$ cat src/rtl/core/pbea_pkg.sv
`timescale 1ns / 1ps
// Package for the pad button edge / auto-repeat block: word types, sizes,
// register indexes and reset values. No dependencies.
package pbea_pkg;

  // Sizes
  localparam int NumPads     = 2;
  localparam int NumButtons  = 16;
  localparam int LiveButtons = (NumButtons < 16) ? NumButtons : 16;
  localparam int PadW        = (NumPads > 1) ? $clog2(NumPads) : 1;
  localparam int CfgIdxW     = 2;
  localparam int CfgDataW    = 8;

  // Register reset values
  localparam logic [7:0] LowThrRst   = 8'h50;
  localparam logic [7:0] HighThrRst  = 8'hb0;
  localparam logic [3:0] RepDelayRst = 4'd14;
  localparam logic [3:0] RepStepRst  = 4'd6;

  // Configuration register indexes
  typedef enum logic [CfgIdxW-1:0] {
    CfgLowThr   = 2'd0,
    CfgHighThr  = 2'd1,
    CfgRepDelay = 2'd2,
    CfgRepStep  = 2'd3
  } pbea_cfg_idx_e;

  // Input word
  typedef struct packed {
    logic        pad_select;
    logic        comm_failed;
    logic        disconnected;
    logic [7:0]  id_byte;
    logic [15:0] buttons_raw;
    logic [7:0]  stick_right_x;
    logic [7:0]  stick_right_y;
    logic [7:0]  stick_left_x;
    logic [7:0]  stick_left_y;
  } pbea_in_t;

  // Result word
  typedef struct packed {
    logic [15:0] held;
    logic [15:0] pressed;
    logic [15:0] repeat_res;
    logic [3:0]  device_type;
    logic [7:0]  directions;
    logic [7:0]  direction_edges;
    logic [7:0]  out_right_x;
    logic [7:0]  out_right_y;
    logic [7:0]  out_left_x;
    logic [7:0]  out_left_y;
  } pbea_out_t;

  // Per-pad state update control
  typedef struct packed {
    logic            commit;
    logic            clear;
    logic [PadW-1:0] pad;
  } pbea_upd_t;

endpackage

$ cat src/rtl/core/pbea_btn_track.sv
`timescale 1ns / 1ps
// Button tracker: previous held word and per-button hold counters per pad,
// producing held, pressed and auto-repeat masks. Depends on pbea_pkg.
module pbea_btn_track (
  input  logic                clk_i,
  input  logic                rst_ni,
  input  pbea_pkg::pbea_upd_t upd_i,
  input  logic [15:0]         buttons_raw_i,
  input  logic [3:0]          rep_delay_i,
  input  logic [3:0]          rep_step_i,
  output logic [15:0]         held_o,
  output logic [15:0]         pressed_o,
  output logic [15:0]         repeat_o
);

  logic [15:0] prev_held_q [pbea_pkg::NumPads];
  logic [3:0]  cnt_q [pbea_pkg::NumPads][pbea_pkg::NumButtons];
  logic [3:0]  cnt_d [pbea_pkg::NumButtons];
  logic [15:0] rpt;

  // Invert active-low buttons and find new presses
  assign held_o    = ~buttons_raw_i;
  assign pressed_o = held_o & ~prev_held_q[upd_i.pad];

  // Advance each button's counter and build the repeat mask
  always_comb begin
    rpt = '0;
    for (int j = 0; j < pbea_pkg::NumButtons; j++) begin
      cnt_d[j] = cnt_q[upd_i.pad][j];
    end
    for (int j = 0; j < pbea_pkg::LiveButtons; j++) begin
      if (held_o[j]) begin
        if (cnt_q[upd_i.pad][j] < rep_delay_i) begin
          cnt_d[j] = cnt_q[upd_i.pad][j] + 4'd1;
          rpt[j]   = pressed_o[j];
        end else begin
          cnt_d[j] = (cnt_q[upd_i.pad][j] > rep_step_i) ?
                     (cnt_q[upd_i.pad][j] - rep_step_i) : 4'd0;
          rpt[j]   = 1'b1;
        end
      end else begin
        cnt_d[j] = 4'd0;
      end
    end
  end

  assign repeat_o = rpt | pressed_o;

  // Write back the selected pad's row, or clear it on disconnect
  always_ff @(posedge clk_i or negedge rst_ni) begin
    if (!rst_ni) begin
      for (int p = 0; p < pbea_pkg::NumPads; p++) begin
        prev_held_q[p] <= '0;
        for (int j = 0; j < pbea_pkg::NumButtons; j++) begin
          cnt_q[p][j] <= '0;
        end
      end
    end else if (upd_i.commit) begin
      if (upd_i.clear) begin
        prev_held_q[upd_i.pad] <= '0;
        for (int j = 0; j < pbea_pkg::NumButtons; j++) begin
          cnt_q[upd_i.pad][j] <= '0;
        end
      end else begin
        prev_held_q[upd_i.pad] <= held_o;
        for (int j = 0; j < pbea_pkg::NumButtons; j++) begin
          cnt_q[upd_i.pad][j] <= cnt_d[j];
        end
      end
    end
  end

endmodule

$ cat src/rtl/core/pbea_dir_track.sv
`timescale 1ns / 1ps
// Direction tracker: slices four stick bytes into eight direction bits and
// flags newly set ones against the pad's previous directions. Uses pbea_pkg.
module pbea_dir_track (
  input  logic                clk_i,
  input  logic                rst_ni,
  input  pbea_pkg::pbea_upd_t upd_i,
  input  logic [7:0]          right_x_i,
  input  logic [7:0]          right_y_i,
  input  logic [7:0]          left_x_i,
  input  logic [7:0]          left_y_i,
  input  logic [7:0]          low_thr_i,
  input  logic [7:0]          high_thr_i,
  output logic [7:0]          dirs_o,
  output logic [7:0]          edges_o
);

  logic [7:0] prev_dirs_q [pbea_pkg::NumPads];

  // Up, right, down, left for one stick
  function automatic logic [3:0] slice_stick(logic [7:0] x, logic [7:0] y,
                                             logic [7:0] lo, logic [7:0] hi);
    logic [3:0] d;
    d[0] = (y <= lo);
    d[1] = (x >= hi);
    d[2] = (y >= hi);
    d[3] = (x <= lo);
    return d;
  endfunction

  assign dirs_o = {slice_stick(left_x_i, left_y_i, low_thr_i, high_thr_i),
                   slice_stick(right_x_i, right_y_i, low_thr_i, high_thr_i)};
  assign edges_o = dirs_o & ~prev_dirs_q[upd_i.pad];

  // Hold the last directions per pad; drop them on disconnect
  always_ff @(posedge clk_i or negedge rst_ni) begin
    if (!rst_ni) begin
      for (int p = 0; p < pbea_pkg::NumPads; p++) begin
        prev_dirs_q[p] <= '0;
      end
    end else if (upd_i.commit) begin
      prev_dirs_q[upd_i.pad] <= upd_i.clear ? 8'd0 : dirs_o;
    end
  end

endmodule

$ cat src/rtl/core/pad_button_edge_autorepeat.sv
`timescale 1ns / 1ps
// Top level of the pad button edge / auto-repeat block: input register,
// configuration registers, trackers and result register. Uses pbea_pkg.
//
//  channel | direction | handshake              | word
//  --------+-----------+------------------------+-----------------------
//  in      | sink      | in_valid_i / in_ready_o | pbea_in_t  in_data_i
//  out     | source    | out_valid_o/out_ready_i | pbea_out_t out_data_o
//  cfg     | sink      | cfg_we_i, no wait      | cfg_idx_i, cfg_wdata_i
//
// One word per clock unless a stalled result holds it; a word goes from the input
// register through the tracker logic into the result register.
// Pad state is read and written back in the same cycle the word leaves the
// input register, so words for the same pad can follow back to back.
// Reset clears all pad state at once; there is no clearing pass.
// A stalled result holds the input register only when that word has a result.
module pad_button_edge_autorepeat (
  input  logic                clk_i,
  input  logic                rst_ni,
  input  logic                in_valid_i,
  output logic                in_ready_o,
  input  pbea_pkg::pbea_in_t  in_data_i,
  output logic                out_valid_o,
  input  logic                out_ready_i,
  output pbea_pkg::pbea_out_t out_data_o,
  input  logic                cfg_we_i,
  input  logic [pbea_pkg::CfgIdxW-1:0]  cfg_idx_i,
  input  logic [pbea_pkg::CfgDataW-1:0] cfg_wdata_i
);

  logic                s1_valid_q;
  pbea_pkg::pbea_in_t  s1_q;
  logic                out_valid_q;
  pbea_pkg::pbea_out_t out_q;
  pbea_pkg::pbea_out_t out_d;

  logic [7:0] low_thr_q;
  logic [7:0] high_thr_q;
  logic [3:0] rep_delay_q;
  logic [3:0] rep_step_q;

  logic                pad_ok;
  logic                s1_has_res;
  logic                s1_go;
  pbea_pkg::pbea_upd_t upd;

  logic [15:0] held;
  logic [15:0] pressed;
  logic [15:0] rpt;
  logic [7:0]  dirs;
  logic [7:0]  dir_edges;

  // Configuration writes
  always_ff @(posedge clk_i or negedge rst_ni) begin
    if (!rst_ni) begin
      low_thr_q   <= pbea_pkg::LowThrRst;
      high_thr_q  <= pbea_pkg::HighThrRst;
      rep_delay_q <= pbea_pkg::RepDelayRst;
      rep_step_q  <= pbea_pkg::RepStepRst;
    end else if (cfg_we_i) begin
      case (pbea_pkg::pbea_cfg_idx_e'(cfg_idx_i))
        pbea_pkg::CfgLowThr:   low_thr_q   <= cfg_wdata_i[7:0];
        pbea_pkg::CfgHighThr:  high_thr_q  <= cfg_wdata_i[7:0];
        pbea_pkg::CfgRepDelay: rep_delay_q <= cfg_wdata_i[3:0];
        pbea_pkg::CfgRepStep:  rep_step_q  <= cfg_wdata_i[3:0];
        default: ;
      endcase
    end
  end

  // Decide what the word in the input register does
  assign pad_ok     = (32'(s1_q.pad_select) < 32'(pbea_pkg::NumPads));
  assign s1_has_res = s1_valid_q && pad_ok && !s1_q.disconnected && !s1_q.comm_failed;
  assign s1_go      = s1_valid_q && (!s1_has_res || !out_valid_q || out_ready_i);
  assign in_ready_o = !s1_valid_q || s1_go;

  assign upd.commit = s1_go && pad_ok && (s1_q.disconnected || !s1_q.comm_failed);
  assign upd.clear  = s1_q.disconnected;
  assign upd.pad    = pbea_pkg::PadW'(s1_q.pad_select);

  pbea_btn_track u_btn_track (
    .clk_i         (clk_i),
    .rst_ni        (rst_ni),
    .upd_i         (upd),
    .buttons_raw_i (s1_q.buttons_raw),
    .rep_delay_i   (rep_delay_q),
    .rep_step_i    (rep_step_q),
    .held_o        (held),
    .pressed_o     (pressed),
    .repeat_o      (rpt)
  );

  pbea_dir_track u_dir_track (
    .clk_i      (clk_i),
    .rst_ni     (rst_ni),
    .upd_i      (upd),
    .right_x_i  (s1_q.stick_right_x),
    .right_y_i  (s1_q.stick_right_y),
    .left_x_i   (s1_q.stick_left_x),
    .left_y_i   (s1_q.stick_left_y),
    .low_thr_i  (low_thr_q),
    .high_thr_i (high_thr_q),
    .dirs_o     (dirs),
    .edges_o    (dir_edges)
  );

  // Assemble the result word
  always_comb begin
    out_d.held            = held;
    out_d.pressed         = pressed;
    out_d.repeat_res      = rpt;
    out_d.device_type     = s1_q.id_byte[7:4];
    out_d.directions      = dirs;
    out_d.direction_edges = dir_edges;
    out_d.out_right_x     = s1_q.stick_right_x;
    out_d.out_right_y     = s1_q.stick_right_y;
    out_d.out_left_x      = s1_q.stick_left_x;
    out_d.out_left_y      = s1_q.stick_left_y;
  end

  // Valid flags
  always_ff @(posedge clk_i or negedge rst_ni) begin
    if (!rst_ni) begin
      s1_valid_q  <= 1'b0;
      out_valid_q <= 1'b0;
    end else begin
      if (in_ready_o) begin
        s1_valid_q <= in_valid_i;
      end
      if (s1_go && s1_has_res) begin
        out_valid_q <= 1'b1;
      end else if (out_ready_i) begin
        out_valid_q <= 1'b0;
      end
    end
  end

  // Payload registers
  always_ff @(posedge clk_i) begin
    if (in_ready_o && in_valid_i) begin
      s1_q <= in_data_i;
    end
    if (s1_go && s1_has_res) begin
      out_q <= out_d;
    end
  end

  assign out_valid_o = out_valid_q;
  assign out_data_o  = out_q;

endmodule

$ cat config.mk
export PLATFORM = sky130hd
export DESIGN_NAME = pad_button_edge_autorepeat
export DESIGN_NICKNAME = d
export VERILOG_FILES = /design/src/rtl/core/pbea_pkg.sv /design/src/rtl/core/pbea_btn_track.sv /design/src/rtl/core/pbea_dir_track.sv /design/src/rtl/core/pad_button_edge_autorepeat.sv
export SDC_FILE = /design/constraint.sdc
export NUM_CORES = 1
export LEC_CHECK = 0
export ABC_AREA = 1
export BUFFER_PORTS_ARGS = -buffer_cell sky130_fd_sc_hd__buf_2
export CAP_MARGIN = 20
export CORE_MARGIN = 1
export CORE_UTILIZATION = 60
export DETAILED_ROUTE_END_ITERATION = 6
export PLACE_DENSITY = 0.84
export SLEW_MARGIN = 10
export SYNTH_ARGS = -nofsm -noshare
export SYNTH_HDL_FRONTEND = slang
export SYNTH_HIERARCHICAL = 1
export SYNTH_SLANG_ARGS = --single-unit
$ cat constraint.sdc
create_clock -name clk_i -period 16.3 [get_ports clk_i]
set_clock_uncertainty 0.2 [all_clocks]
set_input_delay 1.63 -clock clk_i [delete_from_list [all_inputs] [get_ports clk_i]]
set_output_delay 1.63 -clock clk_i [all_outputs]
set_load 0.01 [all_outputs]
Word level (Yosys, flattened, before mapping)
Cells that the tools add are included.
Storage, ports and cells
  input bits: 74
  register bits: 361
  word-level logic and storage cells: 349
Cells by class
  bitwise operators: 41
  reduce and logical (&&, ||, !) cells: 22
  $add $sub $neg: 32
  magnitude comparators: 42
  mux-type cells: 148
  equality and inequality tests: 3
Operators by type and width (number)
  bitwise AND 128 bit: 16
  bitwise mux 128 bit: 16
  inverter 128 bit: 16
  demux 64 bit (select 1 bit): 16
  2-to-1 mux 64 bit: 4
  2-to-1 mux 4 bit: 49
  2-to-1 mux 128 bit: 1
  2-to-1 mux 16 bit: 5
  adder 4 x 1 -> 4 bit (second input constant): 16
  greater-than comparator 4 bit: 16
  < comparator 4 bit: 16
  2-to-1 mux 32 bit: 2
  subtractor 4 bit: 16
  2-to-1 mux 60 bit: 1
  2-to-1 mux 56 bit: 1
  2-to-1 mux 52 bit: 1
  2-to-1 mux 48 bit: 1
  2-to-1 mux 8 bit: 6
  2-to-1 mux 44 bit: 1
  2-to-1 mux 40 bit: 1
  2-to-1 mux 36 bit: 1
  2-to-1 mux 1 bit: 34
  bitwise AND 32 bit: 1
  bitwise mux 32 bit: 1
  other kinds (26): 50

Depth between registers and ports, before layout
  word-level depth: 25
  depth in mapped cells: 15
  depth with buffers taken out: 13

Cells and area by module
Netlist, hierarchy kept.
By module, submodules not included
  pbea_btn_track: area an instance 12979.9 um^2, times used 1, cells each 1870
  pad_button_edge_autorepeat: area an instance 5710.5 um^2, times used 1, cells each 263
  pbea_dir_track: area an instance 2423.6 um^2, times used 1, cells each 342

Least setup slack after synthesis
OpenSTA, ideal clock, no wires.
  path kind: in2reg
  start point: input out_ready_i
  end point: register out_q, in the netlist out_data_o[0] (enable)
  buffers on the path: 0
  path slack: 9.583 ns
  stages on the path: 4
  arrival time: 5.958 ns
  cell sequence: inv_1 -> nand2_1 -> inv_1 -> nor2_1
On the way
  longest elaborated chain between the ends: 3
RTL lines
  start: declaration: line pad_button_edge_autorepeat.sv:24  | input logic out_ready_i,
  logical OR 1 bit: line pad_button_edge_autorepeat.sv:74  | assign s1_go = s1_valid_q && (!s1_has_res || !out_valid_q || out_ready_i);
  logical AND 1 bit: line pad_button_edge_autorepeat.sv:74
  logical AND 1 bit: line pad_button_edge_autorepeat.sv:143  | if (s1_go && s1_has_res) begin
  end signal: assignment: line pad_button_edge_autorepeat.sv:144  | out_q <= out_d;
  end: declaration: line pad_button_edge_autorepeat.sv:34  | pbea_pkg::pbea_out_t out_q;
Every way passes these cells.
A chain may end at the register's enable or synchronous reset.

Worst setup path in the final report
  start point: input out_ready_i
  end point: output in_ready_o
On the way
  longest elaborated chain between the ends: 3
RTL lines
  logical OR 1 bit: line pad_button_edge_autorepeat.sv:74
  logical AND 1 bit: line pad_button_edge_autorepeat.sv:74
  logical OR 1 bit: line pad_button_edge_autorepeat.sv:75  | assign in_ready_o = !s1_valid_q || s1_go;
  end: declaration: line pad_button_edge_autorepeat.sv:21  | output logic in_ready_o,
Every way passes these cells.

==> results by stage <==
Run status:
- The flow ran to the end, and the final reports show no timing, DRC or antenna violations.

Clock network:
- The number of clock sinks is 357.
- The number of levels the H-tree was split into is 2.
- The clock transition time at the flip-flop clock pins of the worst setup and hold paths is 0.06 ns.
- The largest buffer count on any clock path is 3.
- The cell chosen for the clock root is sky130_fd_sc_hd__clkbuf_16.
- Clock latency on the worst-skew pair, taken at its later pin, is 0.54 ns.
- The number of clock buffers inserted by TritonCTS is 39.
- In this run, post-CTS hold repair placed 0 buffers.
- After clock tree synthesis, the repair step resized 0 gates.
- The number of setup buffers added after CTS is 0.
- TritonCTS built the clock tree.

Place:
- Buffers placed on the I/O ports in this run total 171.
- At the end of routability-driven placement, the weighted congestion stood at 0.9360.
- The HPWL after detailed placement is 36020 um.
- Summing all placed instances gives a cell area of 22340 sq um.

Route:
- The number of remaining DRC errors is 0.
- The total iterations of the first detailed-routing run is 7.
- Wires add up to 54830 um.
- In this run the remaining antenna-violating nets after routing total 0.
- The post-detailed-route via-to-cell ratio is 5.826.
- The initial detailed-routing violation count is 1921.
- The detailed-route wire length per cell is 17.45 um.
- The number of vias after detailed routing is 18311.

STA:
- Setup violations remaining at the end of the flow were counted as 0.
- Final hold analysis gives a worst-case slack of 0.2220 ns.
- The number of slew-limit violations in the final report is 0.
- The final period utilization is 25.30%.
- Counting I/O delays and the setup requirement, the final critical path takes 4.124 ns.
- For the pin with the worst max-slew slack, the measured transition is 1.149 ns.
- The final total negative setup slack is 0 ns.
- The worst relative slew slack is 23.39%.
- The count of endpoints failing hold in the final timing report is 0.
- The highest achievable clock rate is 242.5 MHz.
- Setup repair after global routing left no endpoint under its margin.

Yosys:
- Sorting the synthesized cells by area gives the leading types as sky130_fd_sc_hd__dfrtp_1, sky130_fd_sc_hd__edfxtp_1, sky130_fd_sc_hd__nand2_1.
- The cell count after synthesis is 2475.
- The number of synthesized register bits is 357.
- The cell taking the most area after synthesis is sky130_fd_sc_hd__dfrtp_1.
- The number of warnings printed during yosys synthesis is 6.
- Of the post-synthesis cell area, the dominant cell type holds 22.76%.
- The net count after synthesis is 2763.
- The share of the Yosys chip area taken by registers is 46.04%.
- The cell area that synthesis handed to floorplanning was 21110 sq um.
- The count of different cell masters after synthesis is 40.
- Dividing the synthesized area by the synthesized cell count gives 8.531 sq um.

Power:
- The static power due to leakage is 12.32 nW.
- The worst vdd rail ir drop is 99.72 uV.
- The ratio of total power to cell area is 136.0 nW/um^2.

Floorplanning:
- The initial core utilization is 61.12%.
- After floorplanning, the core was sized to cover 34540 sq um.
- The die is 189.6 um tall.
- The die is 189.6 um wide.
- The area of the die is 35940 sq um.
- The placement row count is 68.
- For this design the top-level I/O count stands at 176.

Worst hold path:
- The path category of the worst min-delay check is flop to flop.

Setup path:
- On the critical path the largest part of the delay comes from buffers and inverters.
- STA puts the critical path data required time at 14.47 ns.
- The critical path endpoint category is a primary output.
- By startpoint and endpoint, the worst setup path is classified as input port to primary output.
- The largest single stage delay on the critical path is 0.18 ns.
- The combined buffer and inverter count along the critical path is 4.
- For the worst setup path, the data arrival time is 2.29 ns.
- The slack of the worst reg-to-reg path is 12.43 ns.
- Traced cell by cell, the critical path runs through buf_2 > inv_1 > nand2_1 > inv_1 > nand2_1 > buf_2.
- The highest-delay cell along the critical path is sky130_fd_sc_hd__inv_1.
- The kind of launch point of the worst setup path is an input port.
- Of all nets on the critical path, the largest fanout is 3.

Final layout:
- The post-layout net count is 2944.
- The final cell area excluding filler cells is 23720 sq um.
- Compared with the post-synthesis result, the final layout area differs by 12.33%.
- The share of cells above drive strength 1 is 14.59%.

Global route:
- The number of antenna violations at the first check in global routing is 2.
- Entering global routing, the biggest net connects 79 pins.
- The number of global-route vias before repair was 18373.
- The first global-routing pass estimated 89020 um of wire.
- Global routing consumed, on the met2 layer, 51.76% of the routing resources.
- In the global route stage, met1 resource usage came out at 38.66%.
- In the global route stage, overall resource usage came out at 30.88%.
- The routing usage on met3 is 5.073%.
- In this run the most used layer during global routing was met2.
- After global routing the overflow that remains totals 0.

Run:
- The max-cap check violation count is 0.
## layout make-up
class	instances	area (sq um)
fillers	2649	10830
inverters	259	979.7
repair buffers	183	994.7
well taps	455	569.3
clock buffers	49	1066
clock inverters	22	255.2
diodes	2	5.005
flip-flops and latches	357	9722
multi-input cells	1816	10120
## stage by stage
stage	setup slack, ns	cells	power [mW]	utilization [%]
floorplan	9.583	2475	1.994	-
global placement	12.06	3068	2.191	64.66
detailed placement	11.96	3068	2.273	64.66
CTS	12.20	3139	3.204	68.48
global route	12.13	3143	3.432	68.66
finish	12.18	3143	3.224	68.66
## report_power, final
| group | total (mW) | switching [mW] | internal [mW] |
|---|---|---|---|
| Combinational | 1.16 | 0.771 | 0.389 |
| Clock | 0.915 | 0.358 | 0.557 |
| Sequential | 1.15 | 0.0773 | 1.07 |
## sequential cells by signal, summed over array words and instances (netlist names), 8 cells and up
signal,cells
u_btn_track/cnt_q,128
low_thr_q,8
out_data_o,100
u_btn_track/prev_held_q,32
out_d,36
high_thr_q,8
s1_q,19
u_dir_track/prev_dirs_q,16
## synthesized netlist by cell type (all sizes together)
| master | instances |
|---|---|
| xnor2 | 16 |
| o21a | 3 |
| a211oi | 12 |
| dfrtp | 192 |
| clkinv | 8 |
| o21ai | 40 |
| a21o | 8 |
| o21bai | 5 |
| nor3 | 8 |
| nand4 | 21 |
| buf | 39 |
| or2 | 16 |
| nand3 | 314 |
| a22oi | 4 |
| fa | 16 |
| inv | 251 |
| ha | 198 |
| nand2 | 942 |
| edfxtp | 155 |
| nand3b | 19 |
| dfstp | 10 |
| nor2 | 107 |
| and3 | 3 |
| clkbuf | 4 |
| a21oi | 84 |
## final timing paths
check / end / depth (start not counted) / startpoint
max in group asynchronous: u_btn_track/cnt_q[124] / 2 / rst_ni
worst min register to register: out_data_o[50] / 0 / out_d[50]
worst max register to register: u_btn_track/cnt_q[23] / 14 / s1_q[58]
worst max-delay path: in_ready_o / 6 / out_ready_i
worst min-delay path: out_data_o[50] / 0 / out_d[50]
min in group asynchronous: u_btn_track/cnt_q[79] / 1 / rst_ni
## placed cells by master, fill, tap and decap left out, types with 8 or more instances in the layout
| cell | instances |
|---|---|
| sky130_fd_sc_hd__a21o_1 | 8 |
| sky130_fd_sc_hd__dfrtp_1 | 192 |
| sky130_fd_sc_hd__dfstp_2 | 10 |
| sky130_fd_sc_hd__inv_2 | 21 |
| sky130_fd_sc_hd__fa_1 | 16 |
| sky130_fd_sc_hd__inv_1 | 227 |
| sky130_fd_sc_hd__nor2_2 | 10 |
| sky130_fd_sc_hd__nand3b_1 | 19 |
| sky130_fd_sc_hd__a21oi_1 | 84 |
| sky130_fd_sc_hd__ha_1 | 198 |
| sky130_fd_sc_hd__nand2_2 | 50 |
| sky130_fd_sc_hd__nand4_1 | 16 |
| sky130_fd_sc_hd__o21ai_1 | 8 |
| sky130_fd_sc_hd__o21ai_2 | 9 |
| sky130_fd_sc_hd__nand3_1 | 312 |
| sky130_fd_sc_hd__edfxtp_1 | 155 |
| sky130_fd_sc_hd__or2_2 | 16 |
| sky130_fd_sc_hd__clkinv_1 | 16 |
| sky130_fd_sc_hd__buf_2 | 170 |
| sky130_fd_sc_hd__a211oi_2 | 12 |
| sky130_fd_sc_hd__xnor2_1 | 16 |
| sky130_fd_sc_hd__nand2_1 | 890 |
| sky130_fd_sc_hd__clkbuf_16 | 41 |
| sky130_fd_sc_hd__buf_4 | 10 |
| sky130_fd_sc_hd__nor2_1 | 92 |
| sky130_fd_sc_hd__o21ai_0 | 23 |
## metal layers
layer	part of all wire, %	wire length (um)
met5	0	0
met4	4.7	2554
met3	8.1	4445
met2	48	26560
met1	39	21280
## logic make-up after synthesis
| family | count (synthesis) | share of synthesized area (%) |
|---|---|---|
| adders and majority gates | 214 | 13.25 |
| DFF | 357 | 46.04 |
| buffers and inverters | 302 | 6.104 |
| and+or+nand+nor | 1430 | 29.43 |
| xor gates and xnor gates | 16 | 0.6637 |
| AOI/OAI and AO/OA | 156 | 4.504 |
No activity file was read; power rests on OpenSTA's default activity.
